<file path="src/rtl/core/hcd_pkg.sv">
// Shared types and constants for the HTTP chunked body decoder.
package hcd_pkg;

  localparam int SIZE_BITS  = 32;
  localparam int LINE_LIMIT = 32;
  localparam int LINE_W     = $clog2(LINE_LIMIT + 1);

  localparam logic [7:0] CH_NUL   = 8'h00;
  localparam logic [7:0] CH_TAB   = 8'h09;
  localparam logic [7:0] CH_LF    = 8'h0A;
  localparam logic [7:0] CH_CR    = 8'h0D;
  localparam logic [7:0] CH_SPACE = 8'h20;
  localparam logic [7:0] CH_PLUS  = 8'h2B;
  localparam logic [7:0] CH_MINUS = 8'h2D;
  localparam logic [7:0] CH_ZERO  = 8'h30;
  localparam logic [7:0] CH_NINE  = 8'h39;
  localparam logic [7:0] CH_UA    = 8'h41;
  localparam logic [7:0] CH_UF    = 8'h46;
  localparam logic [7:0] CH_UX    = 8'h58;
  localparam logic [7:0] CH_LA    = 8'h61;
  localparam logic [7:0] CH_LF_HEX = 8'h66;
  localparam logic [7:0] CH_LX    = 8'h78;

  // One body byte as held in the input register.
  typedef struct packed {
    logic [7:0] byte_val;
    logic       last;
  } in_item_t;

  // What processing one byte yields toward the result register.
  typedef struct packed {
    logic       emit;
    logic [7:0] data;
    logic       is_end;
    logic       ok;
  } step_res_t;

endpackage

</file>
<file path="src/rtl/core/hcd_in_reg.sv">
// Input register stage of the chunked body decoder.
module hcd_in_reg (
  input  logic              clk,
  input  logic              rst_n,
  input  logic              in_tvalid,
  output logic              in_tready,
  input  hcd_pkg::in_item_t in_item,
  input  logic              take,
  output logic              hold_valid,
  output hcd_pkg::in_item_t hold_item
);

  logic              valid_r;
  logic              valid_nxt;
  hcd_pkg::in_item_t item_r;
  logic              load;

  // The register frees up in the same cycle its item moves on.
  assign in_tready = !valid_r || take;
  assign load      = in_tvalid && in_tready;

  always_comb begin
    valid_nxt = valid_r;
    if (load) begin
      valid_nxt = 1'b1;
    end else if (take) begin
      valid_nxt = 1'b0;
    end
  end

  always_ff @(posedge clk) begin
    if (!rst_n) begin
      valid_r <= 1'b0;
    end else begin
      valid_r <= valid_nxt;
    end
  end

  always_ff @(posedge clk) begin
    if (load) begin
      item_r <= in_item;
    end
  end

  assign hold_valid = valid_r;
  assign hold_item  = item_r;

endmodule

</file>
<file path="src/rtl/core/hcd_parse.sv">
// Framing state and per-byte next-state logic of the chunked body decoder.
module hcd_parse (
  input  logic               clk,
  input  logic               rst_n,
  input  hcd_pkg::in_item_t  item,
  input  logic               step_en,
  output hcd_pkg::step_res_t res
);

  typedef enum logic [4:0] {
    PH_LINE = 5'b00001,
    PH_DATA = 5'b00010,
    PH_CR   = 5'b00100,
    PH_LF   = 5'b01000,
    PH_DONE = 5'b10000
  } phase_t;

  typedef enum logic [7:0] {
    NP_LEAD = 8'b00000001,
    NP_SIGN = 8'b00000010,
    NP_ZERO = 8'b00000100,
    NP_HEX  = 8'b00001000,
    NP_DIG  = 8'b00010000,
    NP_END  = 8'b00100000,
    NP_NONE = 8'b01000000,
    NP_OVER = 8'b10000000
  } num_phase_t;

  phase_t                          phase_r, phase_nxt;
  num_phase_t                      nphase_r, nphase_nxt;
  logic [hcd_pkg::SIZE_BITS-1:0]   remain_r, remain_nxt;
  logic [hcd_pkg::SIZE_BITS-1:0]   accum_r, accum_nxt;
  logic [hcd_pkg::LINE_W-1:0]      len_r, len_nxt;
  logic                            prev_cr_r, prev_cr_nxt;
  logic                            neg_r, neg_nxt;
  logic                            err_r, err_nxt;

  logic [7:0]                      c;
  logic                            is_dig, is_lhex, is_uhex, is_hex, is_space;
  logic [3:0]                      dval;
  logic                            acc_full;
  logic [hcd_pkg::LINE_W:0]        len_inc;
  logic                            digit_start;
  logic                            ok;

  assign c        = item.byte_val;
  assign is_dig   = (c >= hcd_pkg::CH_ZERO) && (c <= hcd_pkg::CH_NINE);
  assign is_lhex  = (c >= hcd_pkg::CH_LA) && (c <= hcd_pkg::CH_LF_HEX);
  assign is_uhex  = (c >= hcd_pkg::CH_UA) && (c <= hcd_pkg::CH_UF);
  assign is_hex   = is_dig || is_lhex || is_uhex;
  assign is_space = (c == hcd_pkg::CH_SPACE) || ((c >= hcd_pkg::CH_TAB) && (c <= hcd_pkg::CH_CR));
  // Digit value: letters fold onto 10..15 through their low three bits.
  assign dval     = is_dig ? c[3:0] : (4'd9 + {1'b0, c[2:0]});
  // Another digit would push the size past the configured width.
  assign acc_full = |accum_r[hcd_pkg::SIZE_BITS-1 -: 4];
  assign len_inc  = {1'b0, len_r} + {{hcd_pkg::LINE_W{1'b0}}, 1'b1};

  always_comb begin
    phase_nxt   = phase_r;
    nphase_nxt  = nphase_r;
    remain_nxt  = remain_r;
    accum_nxt   = accum_r;
    len_nxt     = len_r;
    prev_cr_nxt = prev_cr_r;
    neg_nxt     = neg_r;
    err_nxt     = err_r;
    digit_start = 1'b0;
    res.emit    = 1'b0;
    res.data    = c;
    res.is_end  = 1'b0;
    res.ok      = 1'b0;

    if (!err_r) begin
      case (phase_r)
        PH_LINE: begin
          if (c == hcd_pkg::CH_NUL) begin
            err_nxt = 1'b1;
          end else if ((c == hcd_pkg::CH_LF) && prev_cr_r) begin
            // End of the size line.
            if ((nphase_r == NP_LEAD) || (nphase_r == NP_SIGN) ||
                (nphase_r == NP_NONE) || (nphase_r == NP_OVER)) begin
              err_nxt = 1'b1;
            end else if (accum_r == '0) begin
              phase_nxt = PH_DONE;
            end else if (neg_r) begin
              err_nxt = 1'b1;
            end else begin
              remain_nxt = accum_r;
              phase_nxt  = PH_DATA;
            end
          end else if (len_inc > (hcd_pkg::LINE_W+1)'(hcd_pkg::LINE_LIMIT)) begin
            err_nxt = 1'b1;
          end else begin
            len_nxt     = len_inc[hcd_pkg::LINE_W-1:0];
            prev_cr_nxt = (c == hcd_pkg::CH_CR);
            case (nphase_r)
              NP_LEAD: begin
                if (is_space) begin
                  nphase_nxt = NP_LEAD;
                end else if (c == hcd_pkg::CH_PLUS) begin
                  nphase_nxt = NP_SIGN;
                end else if (c == hcd_pkg::CH_MINUS) begin
                  neg_nxt    = 1'b1;
                  nphase_nxt = NP_SIGN;
                end else begin
                  digit_start = 1'b1;
                end
              end
              NP_SIGN: begin
                digit_start = 1'b1;
              end
              NP_ZERO: begin
                if ((c == hcd_pkg::CH_LX) || (c == hcd_pkg::CH_UX)) begin
                  nphase_nxt = NP_HEX;
                end else if (is_hex) begin
                  nphase_nxt = acc_full ? NP_OVER : NP_DIG;
                  if (!acc_full) accum_nxt = {accum_r[hcd_pkg::SIZE_BITS-5:0], dval};
                end else begin
                  nphase_nxt = NP_END;
                end
              end
              NP_HEX, NP_DIG: begin
                if (is_hex) begin
                  nphase_nxt = acc_full ? NP_OVER : NP_DIG;
                  if (!acc_full) accum_nxt = {accum_r[hcd_pkg::SIZE_BITS-5:0], dval};
                end else begin
                  nphase_nxt = NP_END;
                end
              end
              default: begin
                nphase_nxt = nphase_r;
              end
            endcase
            // First character that may open the digits.
            if (digit_start) begin
              if (c == hcd_pkg::CH_ZERO) begin
                nphase_nxt = NP_ZERO;
              end else if (is_hex) begin
                nphase_nxt = acc_full ? NP_OVER : NP_DIG;
                if (!acc_full) accum_nxt = {accum_r[hcd_pkg::SIZE_BITS-5:0], dval};
              end else begin
                nphase_nxt = NP_NONE;
              end
            end
          end
        end
        PH_DATA: begin
          res.emit   = 1'b1;
          remain_nxt = remain_r - {{(hcd_pkg::SIZE_BITS-1){1'b0}}, 1'b1};
          if (remain_r == {{(hcd_pkg::SIZE_BITS-1){1'b0}}, 1'b1}) begin
            phase_nxt = PH_CR;
          end
        end
        PH_CR: begin
          if (c == hcd_pkg::CH_CR) phase_nxt = PH_LF;
          else err_nxt = 1'b1;
        end
        PH_LF: begin
          if (c == hcd_pkg::CH_LF) begin
            phase_nxt   = PH_LINE;
            len_nxt     = '0;
            prev_cr_nxt = 1'b0;
            nphase_nxt  = NP_LEAD;
            neg_nxt     = 1'b0;
            accum_nxt   = '0;
          end else begin
            err_nxt = 1'b1;
          end
        end
        default: begin
          phase_nxt = phase_r;
        end
      endcase
    end

    ok = !err_nxt && ((phase_nxt == PH_DONE) || ((phase_nxt == PH_LINE) && (len_nxt == '0)));

    // The final byte gives only the status item and restarts the decoder.
    if (item.last) begin
      res.emit    = 1'b1;
      res.data    = 8'h00;
      res.is_end  = 1'b1;
      res.ok      = ok;
      phase_nxt   = PH_LINE;
      nphase_nxt  = NP_LEAD;
      remain_nxt  = '0;
      accum_nxt   = '0;
      len_nxt     = '0;
      prev_cr_nxt = 1'b0;
      neg_nxt     = 1'b0;
      err_nxt     = 1'b0;
    end
  end

  always_ff @(posedge clk) begin
    if (!rst_n) begin
      phase_r   <= PH_LINE;
      nphase_r  <= NP_LEAD;
      remain_r  <= '0;
      accum_r   <= '0;
      len_r     <= '0;
      prev_cr_r <= 1'b0;
      neg_r     <= 1'b0;
      err_r     <= 1'b0;
    end else if (step_en) begin
      phase_r   <= phase_nxt;
      nphase_r  <= nphase_nxt;
      remain_r  <= remain_nxt;
      accum_r   <= accum_nxt;
      len_r     <= len_nxt;
      prev_cr_r <= prev_cr_nxt;
      neg_r     <= neg_nxt;
      err_r     <= err_nxt;
    end
  end

endmodule

</file>
<file path="src/rtl/core/hcd_out_reg.sv">
// Result register of the chunked body decoder.
module hcd_out_reg (
  input  logic               clk,
  input  logic               rst_n,
  input  logic               load,
  input  hcd_pkg::step_res_t res,
  output logic               free,
  output logic               out_tvalid,
  input  logic               out_tready,
  output logic [7:0]         out_tdata,
  output logic               out_tlast,
  output logic               out_tuser
);

  logic       valid_r, valid_nxt;
  logic [7:0] data_r;
  logic       last_r;
  logic       ok_r;

  // The slot can take a new item when empty or when its item leaves now.
  assign free = !valid_r || out_tready;

  always_comb begin
    valid_nxt = valid_r;
    if (load) begin
      valid_nxt = 1'b1;
    end else if (out_tready) begin
      valid_nxt = 1'b0;
    end
  end

  always_ff @(posedge clk) begin
    if (!rst_n) begin
      valid_r <= 1'b0;
    end else begin
      valid_r <= valid_nxt;
    end
  end

  always_ff @(posedge clk) begin
    if (load) begin
      data_r <= res.data;
      last_r <= res.is_end;
      ok_r   <= res.ok;
    end
  end

  assign out_tvalid = valid_r;
  assign out_tdata  = data_r;
  assign out_tlast  = last_r;
  assign out_tuser  = ok_r;

endmodule

</file>
<file path="src/rtl/core/http_chunked_decoder.sv">
// Top level of the HTTP chunked body decoder.
//
// Usage: body bytes enter on the in_ stream, one byte per item, with in_tlast
// set on the final byte of each body. The decoder strips the chunk-size lines
// and the CR LF after each chunk and sends every payload byte out on the out_
// stream as a data item (out_tlast low). On the final byte of a body it sends
// one status item with out_tlast high and out_tuser giving the verdict: 1 the
// body was well formed, 0 it was malformed and the payload already sent must
// be discarded. Bytes after a zero-size chunk or after an error are absorbed
// without output until in_tlast.
// Path: an accepted item is held in the input register, processed by the framing
// parser and its result registered in the result register, which drives the out_
// stream. Throughput: one byte per cycle while no byte with output waits on a
// stalled out_ stream; the framing parser updates its state once per byte.
// Reset: rst_n is synchronous and active low; it empties both registers and
// returns the parser to the start of a size line. After each status item the
// parser also restarts, so the next byte opens a new body.
// Stalls: when out_tready is low the result register holds its item; the
// input register still takes one more byte and keeps flowing bytes that
// produce no output, and in_tready drops only when a byte with output waits.
module http_chunked_decoder (
  input  logic       clk,
  input  logic       rst_n,
  input  logic       in_tvalid,
  output logic       in_tready,
  input  logic [7:0] in_tdata,   // [7:0] in_byte
  input  logic       in_tlast,   // in_last
  output logic       out_tvalid,
  input  logic       out_tready,
  output logic [7:0] out_tdata,  // [7:0] out_data
  output logic       out_tlast,  // out_is_end
  output logic       out_tuser   // [0] out_ok
);

  hcd_pkg::in_item_t  in_item;
  hcd_pkg::in_item_t  hold_item;
  hcd_pkg::step_res_t res;
  logic               hold_valid;
  logic               out_free;
  logic               take;

  assign in_item.byte_val = in_tdata;
  assign in_item.last     = in_tlast;

  // A held byte moves on when its result, if any, has a free output slot.
  assign take = hold_valid && (out_free || !res.emit);

  hcd_in_reg u_in_reg (
    .clk        (clk),
    .rst_n      (rst_n),
    .in_tvalid  (in_tvalid),
    .in_tready  (in_tready),
    .in_item    (in_item),
    .take       (take),
    .hold_valid (hold_valid),
    .hold_item  (hold_item)
  );

  hcd_parse u_parse (
    .clk     (clk),
    .rst_n   (rst_n),
    .item    (hold_item),
    .step_en (take),
    .res     (res)
  );

  hcd_out_reg u_out_reg (
    .clk        (clk),
    .rst_n      (rst_n),
    .load       (take && res.emit),
    .res        (res),
    .free       (out_free),
    .out_tvalid (out_tvalid),
    .out_tready (out_tready),
    .out_tdata  (out_tdata),
    .out_tlast  (out_tlast),
    .out_tuser  (out_tuser)
  );

endmodule
</file>
<file path="config.mk">
export PLATFORM = sky130hd
export DESIGN_NAME = http_chunked_decoder
export DESIGN_NICKNAME = d
export VERILOG_FILES = /design/src/rtl/core/hcd_pkg.sv /design/src/rtl/core/hcd_in_reg.sv /design/src/rtl/core/hcd_parse.sv /design/src/rtl/core/hcd_out_reg.sv /design/src/rtl/core/http_chunked_decoder.sv
export SDC_FILE = /design/constraint.sdc
export NUM_CORES = 1
export LEC_CHECK = 0
export ABC_AREA = 0
export ABC_CLOCK_PERIOD_IN_PS = 6090
export BUFFER_PORTS_ARGS = -buffer_cell sky130_fd_sc_hd__buf_2
export CAP_MARGIN = 20
export CORE_AREA = 2 2 118 120
export DETAILED_ROUTE_END_ITERATION = 8
export DIE_AREA = 0 0 120 122
export SYNTH_ARGS = -nofsm -noshare
export SYNTH_HDL_FRONTEND = slang
export SYNTH_SLANG_ARGS = --single-unit
</file>
<file path="constraint.sdc">
create_clock -name clk -period 6.09 [get_ports clk]
set_input_delay 0.609 -clock clk [delete_from_list [all_inputs] [get_ports clk]]
set_output_delay 0.609 -clock clk [all_outputs]
set_load 0.02 [all_outputs]
</file>
# Word-level counts from Yosys, hierarchy flattened
# Cells that the tools add are included.
# totals
reg_bits	107
in_bits	13
out_inout_bits	12
wordCells	205
# op_classes
add_sub_neg	3
magnitude_cmp	9
eq_ne	37
n_mux	103
reduce_logical	38
# ops
cell	n
$mux 32	20
$pmux 32 s2	3
$mux 8	15
$mux 5	10
$mux 1	39
$mux 6	6
$eq 32x1->1 const B	1
$eq 8x6->1 const B	4
$logic_not 32->1	1
$sub 32x1->32 const B	1
$eq 8x4->1 const B	3
$eq 8x7->1 const B	3
$ne 3x3->1 const B	8
$pmux 8 s3	1
$pmux 5 s4	1
$ge 8x7->1 const B	2
$le 8x7->1 const B	2
$pmux 8 s2	1
$ne 3x2->1 const B	4
$pmux 6 s2	1
$logic_or 1x1->1	11
$mux 11	1
$reduce_and 11->1	1
$eq 5x1->1 const B	2
33 further kinds	49

# Longest topological paths before layout
# Gate-level depths: netlist of the first run.
# depth
ltp_word	20
ltp_mapped	11
ltp_nobuf	9

# By module
# A second synthesis of the first run with hierarchy kept.
# unflattened
hier_cells	798
hier_area_um2	6408.6
# by_module_without_submodules
module	n_inst	cells_per_inst	area_per_inst_um2	seq_area_each_um2
hcd_parse	1	767	5713.0	1721.7
hcd_out_reg	1	14	349.1	320.3
hcd_in_reg	1	14	327.8	290.3
http_chunked_decoder	1	3	18.8	0.0

# Worst setup path after synthesis of the first run
# OpenSTA, ideal clock, no wires.
# synth_path
path_type	register to register
startpoint	reg u_in_reg.item_r, in the netlist u_in_reg.hold_item[1]
endpoint	reg u_parse.accum_r[10] (netlist name)
setup_ps	59
t_arrival_ps	2503
t_required_ps	6031
setup_slack_ps	3529
path_stages_with_launch	11
path_buffers	2
period_less_slack_ps	2561
path_cell_list	edfxtp_1 inv_1 ha_1 and3_1 o211ai_1 o211ai_2 a2111oi_2 and2_1 buf_2 buf_4 a22o_1
# synth_between
elab_chain_len	17
word_cells_on_any_way	51
classes_between	order compare (8); eq/ne (10); mux (22); reduce/logical (11)
# synth_rtl
item	line_no	source
from (decl)	hcd_in_reg.sv:15	hcd_pkg::in_item_t item_r;
from (signal assigned)	hcd_in_reg.sv:41	item_r <= in_item;
$ge 8x4->1, or another cell as far along	hcd_parse.sv:51	assign is_space = (c == hcd_pkg::CH_SPACE) || ((c >= hcd_pkg::CH_TAB) && (c <= hcd_pkg::CH_CR));
$logic_and 1x1->1, or another cell as far along	hcd_parse.sv:51	
$logic_or 1x1->1, or another cell as far along	hcd_parse.sv:51	
$mux 1 / $logic_or 1x1->1 (equally long branches)	hcd_parse.sv:98, hcd_parse.sv:50	
$pmux 1 s2 / $mux 32 (equally long branches)	hcd_parse.sv:96, hcd_parse.sv:115	
$mux 1 / $mux 32 (equally long branches)	hcd_parse.sv:91, hcd_parse.sv:113	
$mux 1 / $pmux 32 s2 (equally long branches)	hcd_parse.sv:78, hcd_parse.sv:96	
$mux 1 / $mux 32 (equally long branches)	hcd_parse.sv:76, hcd_parse.sv:140	
$mux 1 / $mux 32 (equally long branches)	hcd_parse.sv:74, hcd_parse.sv:138	
$mux 1 / $mux 32 (equally long branches)	hcd_parse.sv:73, hcd_parse.sv:136	
$mux 32	hcd_parse.sv:135	if (digit_start) begin
$mux 32	hcd_parse.sv:91	end else if (len_inc > (hcd_pkg::LINE_W+1)'(hcd_pkg::LINE_LIMIT)) begin
$mux 32	hcd_parse.sv:78	end else if ((c == hcd_pkg::CH_LF) && prev_cr_r) begin
$mux 32	hcd_parse.sv:76	if (c == hcd_pkg::CH_NUL) begin
$pmux 32 s2	hcd_parse.sv:74	case (phase_r)
$mux 32	hcd_parse.sv:73	if (!err_r) begin
$mux 32	hcd_parse.sv:179	if (item.last) begin
to (signal assigned)	hcd_parse.sv:209	accum_r <= accum_nxt;
to (decl)	hcd_parse.sv:32	logic [hcd_pkg::SIZE_BITS-1:0] accum_r, accum_nxt;
# Several ways; a longest one is shown, not always the timed one. The select of a mux whose other input is x is not followed.
# A chain may end at the register's enable or synchronous reset.

# Final worst setup path of the first run
# layout_path
startpoint	reg u_in_reg.item_r, in the netlist u_in_reg.hold_item[1]
endpoint	reg u_parse.accum_r[28] (netlist name)
# Same word-level chain as after synthesis.

==> results of run 1 <==
==> logic make-up after synthesis <==
kind of cell,after synthesis,share of synthesized area
AO/OA/AOI/OAI,220,0.2638
XOR/XNOR,10,0.01493
flip-flops,107,0.3974
AND/OR/NAND/NOR,282,0.2578
buffers and inverters,53,0.03838
adder cells (fa/ha/maj),8,0.01706
multiplexers,6,0.01066
==> layer usage <==
metal / global-route usage / share of wire / vias to the layer above
met5: 0 / 0 / -
li1: - / - / 2610
met1: 0.3142 / 0.48 / 2647
met4: 0.07059 / 0.014 / 0
met3: 0.03839 / 0.044 / 18
met2: 0.3562 / 0.46 / 133
==> synthesized netlist by cell type, drive strengths merged (14+ instances only) <==
cell type,instances
a21oi,56
a22o,32
clkbuf,28
dfxtp,88
edfxtp,19
inv,14
nand2,55
nand4,14
nor2,70
nor3,21
nor4,22
o211ai,19
o21ai,34
==> layout make-up <==
| cell class | count | area, um^2 | area share |
|---|---|---|---|
| Sequential cell | 107 | 2332 | 0.3635 |
| Multi-Input combinational cell | 526 | 3323 | 0.5179 |
| Tap cell | 180 | 225.2 | 0.03510 |
| Clock buffer | 10 | 250.2 | 0.03900 |
| Inverter | 14 | 52.55 | 0.008190 |
| Clock inverter | 6 | 60.06 | 0.009360 |
| Timing Repair Buffer | 30 | 172.7 | 0.02691 |
==> power groups by stage <==
stage	Clock (W)	Sequential, W	Combinational, W
global route	0.000651	0.000743	0.000107
CTS	0.000624	0.000741	0.0000971
global placement	0	0.000757	0.0000938
detailed placement	0	0.000757	0.0000964
floorplan	0	0.000754	0.0000718
finish	0.000605	0.000741	0.0000980
==> per-stage QoR <==
stage	util	instances	hold WS [ns]	instance area, um^2	total power, W
after floorplan	-	686	0.4471	5868	0.0008257
after global placement	0.4505	855	0.4623	6083	0.0008511
after detailed placement	0.4516	856	0.4729	6098	0.0008538
after CTS	0.4746	872	0.4101	6409	0.001462
after global routing	0.4751	873	0.4091	6416	0.001501
final	0.4751	873	0.4263	6416	0.001444
==> worst max path at each step <==
stage	to	cells past startpoint	slack, ns	start
after floorplan	u_parse.accum_r[10]$_SDFFE_PN0P_	10	3.53	u_in_reg.hold_item[1]$_DFFE_PP_
after global placement	u_parse.accum_r[28]$_SDFFE_PN0P_	8	2.54	u_in_reg.hold_item[1]$_DFFE_PP_
after detailed placement	u_parse.accum_r[28]$_SDFFE_PN0P_	8	2.44	u_in_reg.hold_item[1]$_DFFE_PP_
after CTS	u_parse.accum_r[28]$_SDFFE_PN0P_	8	2.39	u_in_reg.hold_item[1]$_DFFE_PP_
after global routing	u_parse.accum_r[28]$_SDFFE_PN0P_	8	2.13	u_in_reg.hold_item[1]$_DFFE_PP_
final	u_parse.accum_r[28]$_SDFFE_PN0P_	8	2.42	u_in_reg.hold_item[1]$_DFFE_PP_
==> sequential cells by signal (all words and copies together), names as in the netlist, 5 cells and up <==
register             flops
u_parse.remain_r        32
u_parse.accum_r         32
u_parse.phase_r          5
u_parse.len_r            6
u_out_reg.out_tdata      8
u_in_reg.hold_item       9
u_parse.nphase_r         8
==> placed cells by master (no fill, tap or decap), drive strengths merged, types with 19 or more instances in the layout <==
cell type   n
a21oi      56
dfxtp      88
o21ai      34
o211ai     19
edfxtp     19
nor2       70
a22o       32
nor3       21
inv        19
buf        30
nor4       22
nand2      55
==> impl_metrics.yaml, run 1 <==
outcome:
  status: "finished clean"
timing:
  report.final.slew_viol_count: 0
  fin_setup_tns_ns: 0
  fmax_ghz: 0.2728
  hold_viol: 0
  final.period_utilization: 0.6019
  slew_headroom: 0.3334
  period_minus_slack_ns: 3.665
  clock_skew_ns: 0.01188
  rsz0062_at_grt: "no"
  tightest_slew_ns: 0.9998
  fin_ws_ns: 2.425
  setup_viol: 0
power:
  power_frac_seq: 0.513
  switching_share: 0.2548
  power.switching_w: 0.0003679
  pwr-share-clk: 0.419
  p_leak_nw: 2.375
  combPwrFrac: 0.068
  p_int_w: 0.001076
  vdd_drop_max_mv: 0.1421
  power_density_nw_per_um2: 225.0
cts:
  clock_sinks: 107
  cts_tree: "yes"
  path_clk_slew_ns: 0.08
  clock_path_buffers: 2
  cts_resized: 0
  cts_setup_buffers: 0
  clk_latency_ns: 0.36
  cts_root_buf: "clkbuf_16"
  htree_levels: 3
  hold_buffers: 0
  numCtsBuffers: 9
placement:
  post-dp-hpwl_um: 11210
  place.gp.congestion: 0.9379
  portBuffers: 24
  pre_cts_slack_ns: 2.440
floorplanning:
  die_area_um2: 14640
  pin_count: 25
  die_w_um: 120
  dieHeight_um: 122
  initial_core_util: 0.4345
  rows: 43
  core_um2: 13500
flow_run:
  max-cap-violations: 0
setup_path:
  timing.rr.end: "u_parse.accum_r[28]$_SDFFE_PN0P_"
  cp_max_fo: 28
  start_kind: "flip-flop"
  crit_family: "compound AO/OA/AOI/OAI gates"
  worstPathCellList: "inv_1 > ha_1 > and3_1 > o211ai_1 > o211ai_2 > a2111oi_2 > and2_1 > a22o_1"
  crit_required_ns: 6.39
  critical_path_class: "reg2reg"
  rr_startpoint: "u_in_reg.hold_item[1]$_DFFE_PP_"
  arrival_ns: 3.96
  worstSetupEndpointType: "flip-flop"
  r2r_slack_ns: 2.42
  critPathBufInv: 1
  crit_slowest_cell: "and2_1"
  reg2reg_depth: 8
  slowest_delay_ns: 0.88
grt:
  grt_usage: 0.2253
  grt_pass1_vias: 5051
  grt_overflow: 0
  grt_max_degree: 39
  antenna_found_initial: 0
  grt_pass1_wl_um: 26440
route:
  route.vias.total: 5408
  wl_um: 15930
  post_drt_via_cell_ratio: 6.195
  drtAntennaViolNets: 0
  drc_errors: 0
  drtIter0Drc: 386
  drtPass1Iterations: 5
  post_drt_wl_per_cell_um: 18.25
hold_path:
  min_to: "u_in_reg.hold_item[2]$_DFFE_PP_"
  holdCritPathClass: "in2reg"
  hold_start: "in_tdata[1]"
  worstHoldPathCells: 1
synthesis:
  synth_seq_cells: 107
  synth_ff_type: "dfxtp_1"
  async_flop_share: 0
  synth_cell_type_count: 79
  synth_nets: 707
  synth_edf_count: 19
  synth.yosys.seq_area_share: 0.3974
  netlist_instances: 686
  synth_top_area_frac: 0.3002
  ys_warn_count: 0
  yosysTopAreaCell: "dfxtp_1"
  avgSynthCellArea_um2: 8.554
  netlist_top_cells_area: "dfxtp_1 30%, edfxtp_1 9.7%, a21oi_1 4.8%"
  synth_area_um2: 5868
layout:
  n_antenna_cell: 0
  num-fill-cells: 1324
  area_delta_synth_final_pct: 9.339
  nets: 709
  drive_above_1_share: 0.09524
Note: power is estimated with default switching activity, not from simulation.
==> run 2: changes to the inputs <==
--- a/config.mk
+++ b/config.mk
@@ -5,13 +5,13 @@
 export SDC_FILE = /design/constraint.sdc
 export NUM_CORES = 1
 export LEC_CHECK = 0
-export ABC_AREA = 0
-export ABC_CLOCK_PERIOD_IN_PS = 6090
+export ABC_AREA = 1
+export ABC_CLOCK_PERIOD_IN_PS = 3700
 export BUFFER_PORTS_ARGS = -buffer_cell sky130_fd_sc_hd__buf_2
 export CAP_MARGIN = 20
-export CORE_AREA = 2 2 118 120
+export CORE_AREA = 2 2 124 126
 export DETAILED_ROUTE_END_ITERATION = 8
-export DIE_AREA = 0 0 120 122
+export DIE_AREA = 0 0 126 128
 export SYNTH_ARGS = -nofsm -noshare
 export SYNTH_HDL_FRONTEND = slang
 export SYNTH_SLANG_ARGS = --single-unit
==> constraint.sdc (replaced) <==
create_clock -name clk -period 3.7 [get_ports clk]
set_input_delay 0.37 -clock clk [delete_from_list [all_inputs] [get_ports clk]]
set_output_delay 0.37 -clock clk [all_outputs]
set_load 0.02 [all_outputs]
==> impl_metrics.yaml, run 2 <==
outcome:
  status: "finished clean"
synthesis:
  synth_area_um2: 6504
  yosysTopAreaCell: "dfxtp_1"
  synth_nets: 992
  synth_seq_cells: 107
  async_flop_share: 0
  synth_cell_type_count: 42
  ys_warn_count: 0
  synth_ff_type: "dfxtp_1"
  netlist_top_cells_area: "dfxtp_1 27%, nand2_1 13%, edfxtp_1 8.8%"
  synth.yosys.seq_area_share: 0.3586
  synthTopCellsByCount: "222 x nand2_1, 114 x nor2_1, 108 x a21oi_1"
  yosysMostFrequentCell: "nand2_1"
  avgSynthCellArea_um2: 6.698
  synth_edf_count: 19
  synth_top_area_frac: 0.2709
  netlist_instances: 971
cts:
  clk_latency_ns: 0.36
  cts_root_buf: "clkbuf_16"
  cts_resized: 0
  hold_buffers: 0
  numCtsBuffers: 9
  cts_tree: "yes"
  clock_path_buffers: 2
  htree_levels: 3
  path_clk_slew_ns: 0.07
  cts_setup_buffers: 0
  clock_sinks: 107
layout:
  n_antenna_cell: 0
  drive_above_1_share: 0.1007
  nets: 999
  final_common_cell: "nand2_1"
  layout_common_cells: "222 x nand2_1, 114 x nor2_1, 108 x a21oi_1"
  utilization: 0.4732
  area_delta_synth_final_pct: 8.157
  num-fill-cells: 1585
power:
  power.switching_w: 0.0007348
  switching_share: 0.2781
  pwr-share-clk: 0.412
  power_frac_seq: 0.465
  p_leak_nw: 2.907
  vdd_drop_max_mv: 0.2806
  combPwrFrac: 0.123
  power_density_nw_per_um2: 375.6
  design_power_total_w: 0.002642
  p_int_w: 0.001907
setup_path:
  worstPathCellList: "inv_1 > ha_1 > nor2_1 > o21ai_0 > nand2_1 > o21ai_2 > inv_2 > nor2_4 > nand2_4 > nor2_4 > o21ai_0 > a21oi_1"
  crit_required_ns: 3.99
  start_kind: "flip-flop"
  crit_family: "simple AND/OR/NAND/NOR gates"
  arrival_ns: 3.23
  worstSetupEndpointType: "flip-flop"
  cp_max_fo: 22
  critical_path_class: "reg2reg"
  critPathBufInv: 2
  crit_slowest_cell: "nor2_4"
  slowest_delay_ns: 0.45
placement:
  pre_cts_slack_ns: 0.8129
  post-dp-hpwl_um: 12350
  place.gp.congestion: 0.8795
  portBuffers: 24
route:
  wl_met2_um: 7528
  wl_um: 17180
  drtPass1Iterations: 5
  drc_errors: 0
  drtIter0Drc: 458
  post_drt_via_cell_ratio: 5.358
  met1Wirelength_um: 8309
  drtAntennaViolNets: 0
  post_drt_wl_per_cell_um: 14.67
  route.vias.total: 6274
  wl_met3_um: 1082
  highest_layer: "met4"
floorplanning:
  core_um2: 14860
  initial_core_util: 0.4375
  dieHeight_um: 128
  die_area_um2: 16130
  pin_count: 25
  rows: 45
  die_w_um: 126
hold_path:
  holdCritPathClass: "in2reg"
timing:
  hold_viol: 0
  fmax_ghz: 0.3401
  slew_headroom: 0.4101
  rsz0062_at_grt: "no"
  fin_ws_ns: 0.7598
  hold_ws_ns: 0.1785
  final.period_utilization: 0.7946
  fin_setup_tns_ns: 0
  tightest_slew_ns: 0.8836
  period_minus_slack_ns: 2.940
  clock_skew_ns: 0.007308
  report.final.slew_viol_count: 0
  setup_viol: 0
flow_run:
  max-cap-violations: 0
grt:
  grt_pass1_wl_um: 28360
  grt_overflow: 0
  grt_usage: 0.2167
  grt_max_degree: 44
  antenna_found_initial: 0
  grt_pass1_vias: 5734
-- run 2: cell types whose count changed after synthesis, moves of 15 or more --
cell,before,now
a21oi_1,56,108
a22o_1,32,0
inv_1,14,103
nand2_1,55,222
nand3_1,13,78
nor2_1,70,114
nor4_1,20,1
o21ai_0,32,47
-- run 2: cells by family after synthesis --
family,synth area share
buffers and inverters,0.09888
flip-flops,0.3586
multiplexers,0.001539
XOR/XNOR,0.01077
AO/OA/AOI/OAI,0.1681
adder cells (fa/ha/maj),0.01539
AND/OR/NAND/NOR,0.3467
-- run 2: final timing paths --
path	start	to	slack [ns]	cells past startpoint
max	u_in_reg.hold_item[2]$_DFFE_PP_	u_parse.accum_r[2]$_SDFFE_PN0P_	0.76	12
min	in_tdata[2]	u_in_reg.hold_item[3]$_DFFE_PP_	0.18	1
max reg2reg	u_in_reg.hold_item[2]$_DFFE_PP_	u_parse.accum_r[2]$_SDFFE_PN0P_	0.76	12
min reg2reg	u_parse.accum_r[31]$_SDFFE_PN0P_	u_parse.accum_r[31]$_SDFFE_PN0P_	0.46	2
-- run 2: metrics by stage --
step                area (um^2)  instances
floorplan                  6504        971
global placement           6699       1155
detailed placement         6699       1155
CTS                        7034       1171
global route               7034       1171
finish                     7034       1171
-- run 2: area by class of cell --
cell class                 instances  area (um^2)  area share
sequential                       107         2332      0.3316
clock buffer                       9        225.2     0.03202
clock inverter                     7        110.1     0.01565
timing repair buffer              31        172.7     0.02455
tap                              188        235.2     0.03344
multi-input combinational        715         3528      0.5016
inverter                         114        430.4     0.06119
-- run 2: metal layers --
metal  vias up  GRT usage
met5         -          0
met4         0    0.05624
met3        19    0.03923
met2       159     0.3444
met1      2866     0.3053
li1       3230          -
-- run 2: power by group through the flow --
stage          Combinational (W)  Sequential, W  Clock [W]
6_report                0.000326        0.00123    0.00109
5_1_grt                 0.000372        0.00123    0.00115
4_1_cts                 0.000325        0.00123    0.00112
3_5_place_dp            0.000324        0.00125          0
3_3_place_gp            0.000323        0.00125          0
2_1_floorplan           0.000247        0.00125          0
==> run 3: changes to the inputs <==
--- a/config.mk
+++ b/config.mk
@@ -6,7 +6,7 @@
 export NUM_CORES = 1
 export LEC_CHECK = 0
 export ABC_AREA = 1
-export ABC_CLOCK_PERIOD_IN_PS = 3700
+export ABC_CLOCK_PERIOD_IN_PS = 2800
 export BUFFER_PORTS_ARGS = -buffer_cell sky130_fd_sc_hd__buf_2
 export CAP_MARGIN = 20
 export CORE_AREA = 2 2 124 126
==> constraint.sdc (replaced) <==
create_clock -name clk -period 2.8 [get_ports clk]
set_input_delay 0.28 -clock clk [delete_from_list [all_inputs] [get_ports clk]]
set_output_delay 0.28 -clock clk [all_outputs]
set_load 0.02 [all_outputs]
==> impl_metrics.yaml, run 3 (same netlist as run 2, synthesis figures left out) <==
outcome:
  status: "finished clean"
hold_path:
  worstHoldPathCells: 1
  hold_start: "in_tdata[0]"
  min_to: "u_in_reg.hold_item[1]$_DFFE_PP_"
  holdCritPathClass: "in2reg"
setup_path:
  arrival_ns: 2.75
  cp_max_fo: 22
  start_kind: "flip-flop"
  r2r_slack_ns: 0.34
  worstSetupEndpointType: "flip-flop"
  critical_path_class: "reg2reg"
  worstPathCellList: "inv_1 > ha_1 > inv_1 > nand3_1 > nand2_1 > nor3_1 > nor2_1 > nand3_1 > nand2_2 > nand2_4 > nand2_2 > nand2_4 > nor2_4 > buf_4 > o21ai_0 > a21oi_1"
  crit_slowest_cell: "edfxtp_1"
  reg2reg_depth: 16
  crit_required_ns: 3.09
  rr_startpoint: "u_in_reg.hold_item[2]$_DFFE_PP_"
  slowest_delay_ns: 0.39
  timing.rr.end: "u_parse.accum_r[2]$_SDFFE_PN0P_"
timing:
  fmax_ghz: 0.4066
  hold_viol: 0
  tightest_slew_ns: 0.5967
  final.period_utilization: 0.8784
  report.final.slew_viol_count: 0
  period_minus_slack_ns: 2.460
  fin_setup_tns_ns: 0
  clock_skew_ns: 0.007635
  setup_viol: 0
  slew_headroom: 0.6007
  rsz0062_at_grt: "no"
floorplanning:
  die_w_um: 126
  die_area_um2: 16130
  pin_count: 25
  dieHeight_um: 128
  core_um2: 14860
  rows: 45
  initial_core_util: 0.4375
placement:
  post-dp-hpwl_um: 12540
  portBuffers: 24
  postPlaceCellArea_um2: 6766
  place.gp.congestion: 0.8490
cts:
  cts_tree: "yes"
  cts_root_buf: "clkbuf_16"
  clock_sinks: 107
  clk_latency_ns: 0.36
  htree_levels: 3
  numCtsBuffers: 9
  clock_path_buffers: 2
  path_clk_slew_ns: 0.07
layout:
  n_antenna_cell: 0
  finish.instance_area_um2: 7049
  drive_above_1_share: 0.1069
  utilization: 0.4742
  num-fill-cells: 1614
  area_delta_synth_final_pct: 8.388
  nets: 1008
  layout_common_cells: "222 x nand2_1, 114 x nor2_1, 108 x a21oi_1"
  final_common_cell: "nand2_1"
grt:
  grt_overflow: 0
  grt_max_degree: 41
  grt_pass1_vias: 5581
  grt_usage: 0.2155
  antenna_found_initial: 0
  grt_pass1_wl_um: 28200
route:
  post_drt_wl_per_cell_um: 14.46
  post_drt_via_cell_ratio: 5.326
  drc_errors: 0
  wl_um: 17060
  drtIter0Drc: 387
  drtAntennaViolNets: 0
  drtPass1Iterations: 6
  route.vias.total: 6285
power:
  power_density_nw_per_um2: 468.9
  vdd_drop_max_mv: 0.2781
  design_power_total_w: 0.003305
  p_leak_nw: 2.930
flow_run:
  max-cap-violations: 0
run 3: cell types whose count changed in the layout (fill, tap and decap cells not counted):
cell and delta:
nand2_4 +1, inv_6 +1, bufinv_16 -2, clkbuf_1 +1, clkinvlp_2 -1, clkinv_8 -1, clkinv_1 +1, buf_4 +9
clkinvlp_4 +1, nand2_2 -1
run 3: how the worst max path moves through the flow:
stage | from | to | slack, ns
2_1_floorplan | u_in_reg.hold_item[1]$_DFFE_PP_ | u_parse.accum_r[19]$_SDFFE_PN0P_ | 0.74
3_3_place_gp | u_in_reg.hold_item[2]$_DFFE_PP_ | u_parse.accum_r[2]$_SDFFE_PN0P_ | 0.28
4_1_cts | u_in_reg.hold_item[2]$_DFFE_PP_ | u_parse.accum_r[4]$_SDFFE_PN0P_ | 0.27
6_report | u_in_reg.hold_item[2]$_DFFE_PP_ | u_parse.accum_r[2]$_SDFFE_PN0P_ | 0.34
5_1_grt | u_in_reg.hold_item[2]$_DFFE_PP_ | u_parse.accum_r[11]$_SDFFE_PN0P_ | 0.06
3_5_place_dp | u_in_reg.hold_item[2]$_DFFE_PP_ | u_parse.accum_r[2]$_SDFFE_PN0P_ | 0.28
run 3: what timing repair did:
action / 4_1_cts / 5_1_grt
buffers inserted: 0 / 0
hold buffers: 0 / 0
endpoints found under the setup margin: 0 / 19
gates resized for setup: 0 / 1
run 3: routing by layer:
| metal | vias up | GRT usage | part of all wire |
|---|---|---|---|
| met2 | 138 | 0.3248 | 0.43 |
| met3 | 21 | 0.03130 | 0.052 |
| met5 | - | 0 | 0 |
| met1 | 2873 | 0.3150 | 0.50 |
| met4 | 0 | 0.07563 | 0.019 |
| li1 | 3253 | - | - |
run 3: final cells by class:
| cell class | count | area (um^2) | area share |
|---|---|---|---|
| Multi-Input combinational cell | 715 | 3533 | 0.5012 |
| Sequential cell | 107 | 2332 | 0.3308 |
| Inverter | 114 | 430.4 | 0.06106 |
| Timing Repair Buffer | 40 | 240.2 | 0.03408 |
| Tap cell | 188 | 235.2 | 0.03337 |
| Clock buffer | 10 | 229.0 | 0.03248 |
| Clock inverter | 6 | 48.80 | 0.006922 |
run 3: worst max-delay path, delay by kind of cell, from the launching register on:
| family | cells | cell delay [ns] |
|---|---|---|
| buffers and inverters | 3 | 0.46 |
| AND/OR/NAND/NOR | 10 | 1.06 |
| flip-flops | 1 | 0.39 |
| adder cells (fa/ha/maj) | 1 | 0.22 |
| AO/OA/AOI/OAI | 2 | 0.25 |
run 3: through the flow:
| stage | setup WS (ns) | hold WS [ns] | std cells |
|---|---|---|---|
| 6_report | 0.3405 | 0.09215 | 1180 |
| 5_1_grt | 0.05828 | 0.08630 | 1180 |
| 4_1_cts | 0.2701 | 0.08337 | 1180 |
| 3_5_place_dp | 0.2845 | 0.4559 | 1164 |
| 3_3_place_gp | 0.2766 | 0.4494 | 1164 |
| 2_1_floorplan | 0.7362 | 0.3789 | 971 |
run 3: report_power, final:
group          internal, W  switching [W]
Combinational     0.000133       0.000307
Clock             0.000617       0.000626
Sequential         0.00160      0.0000257
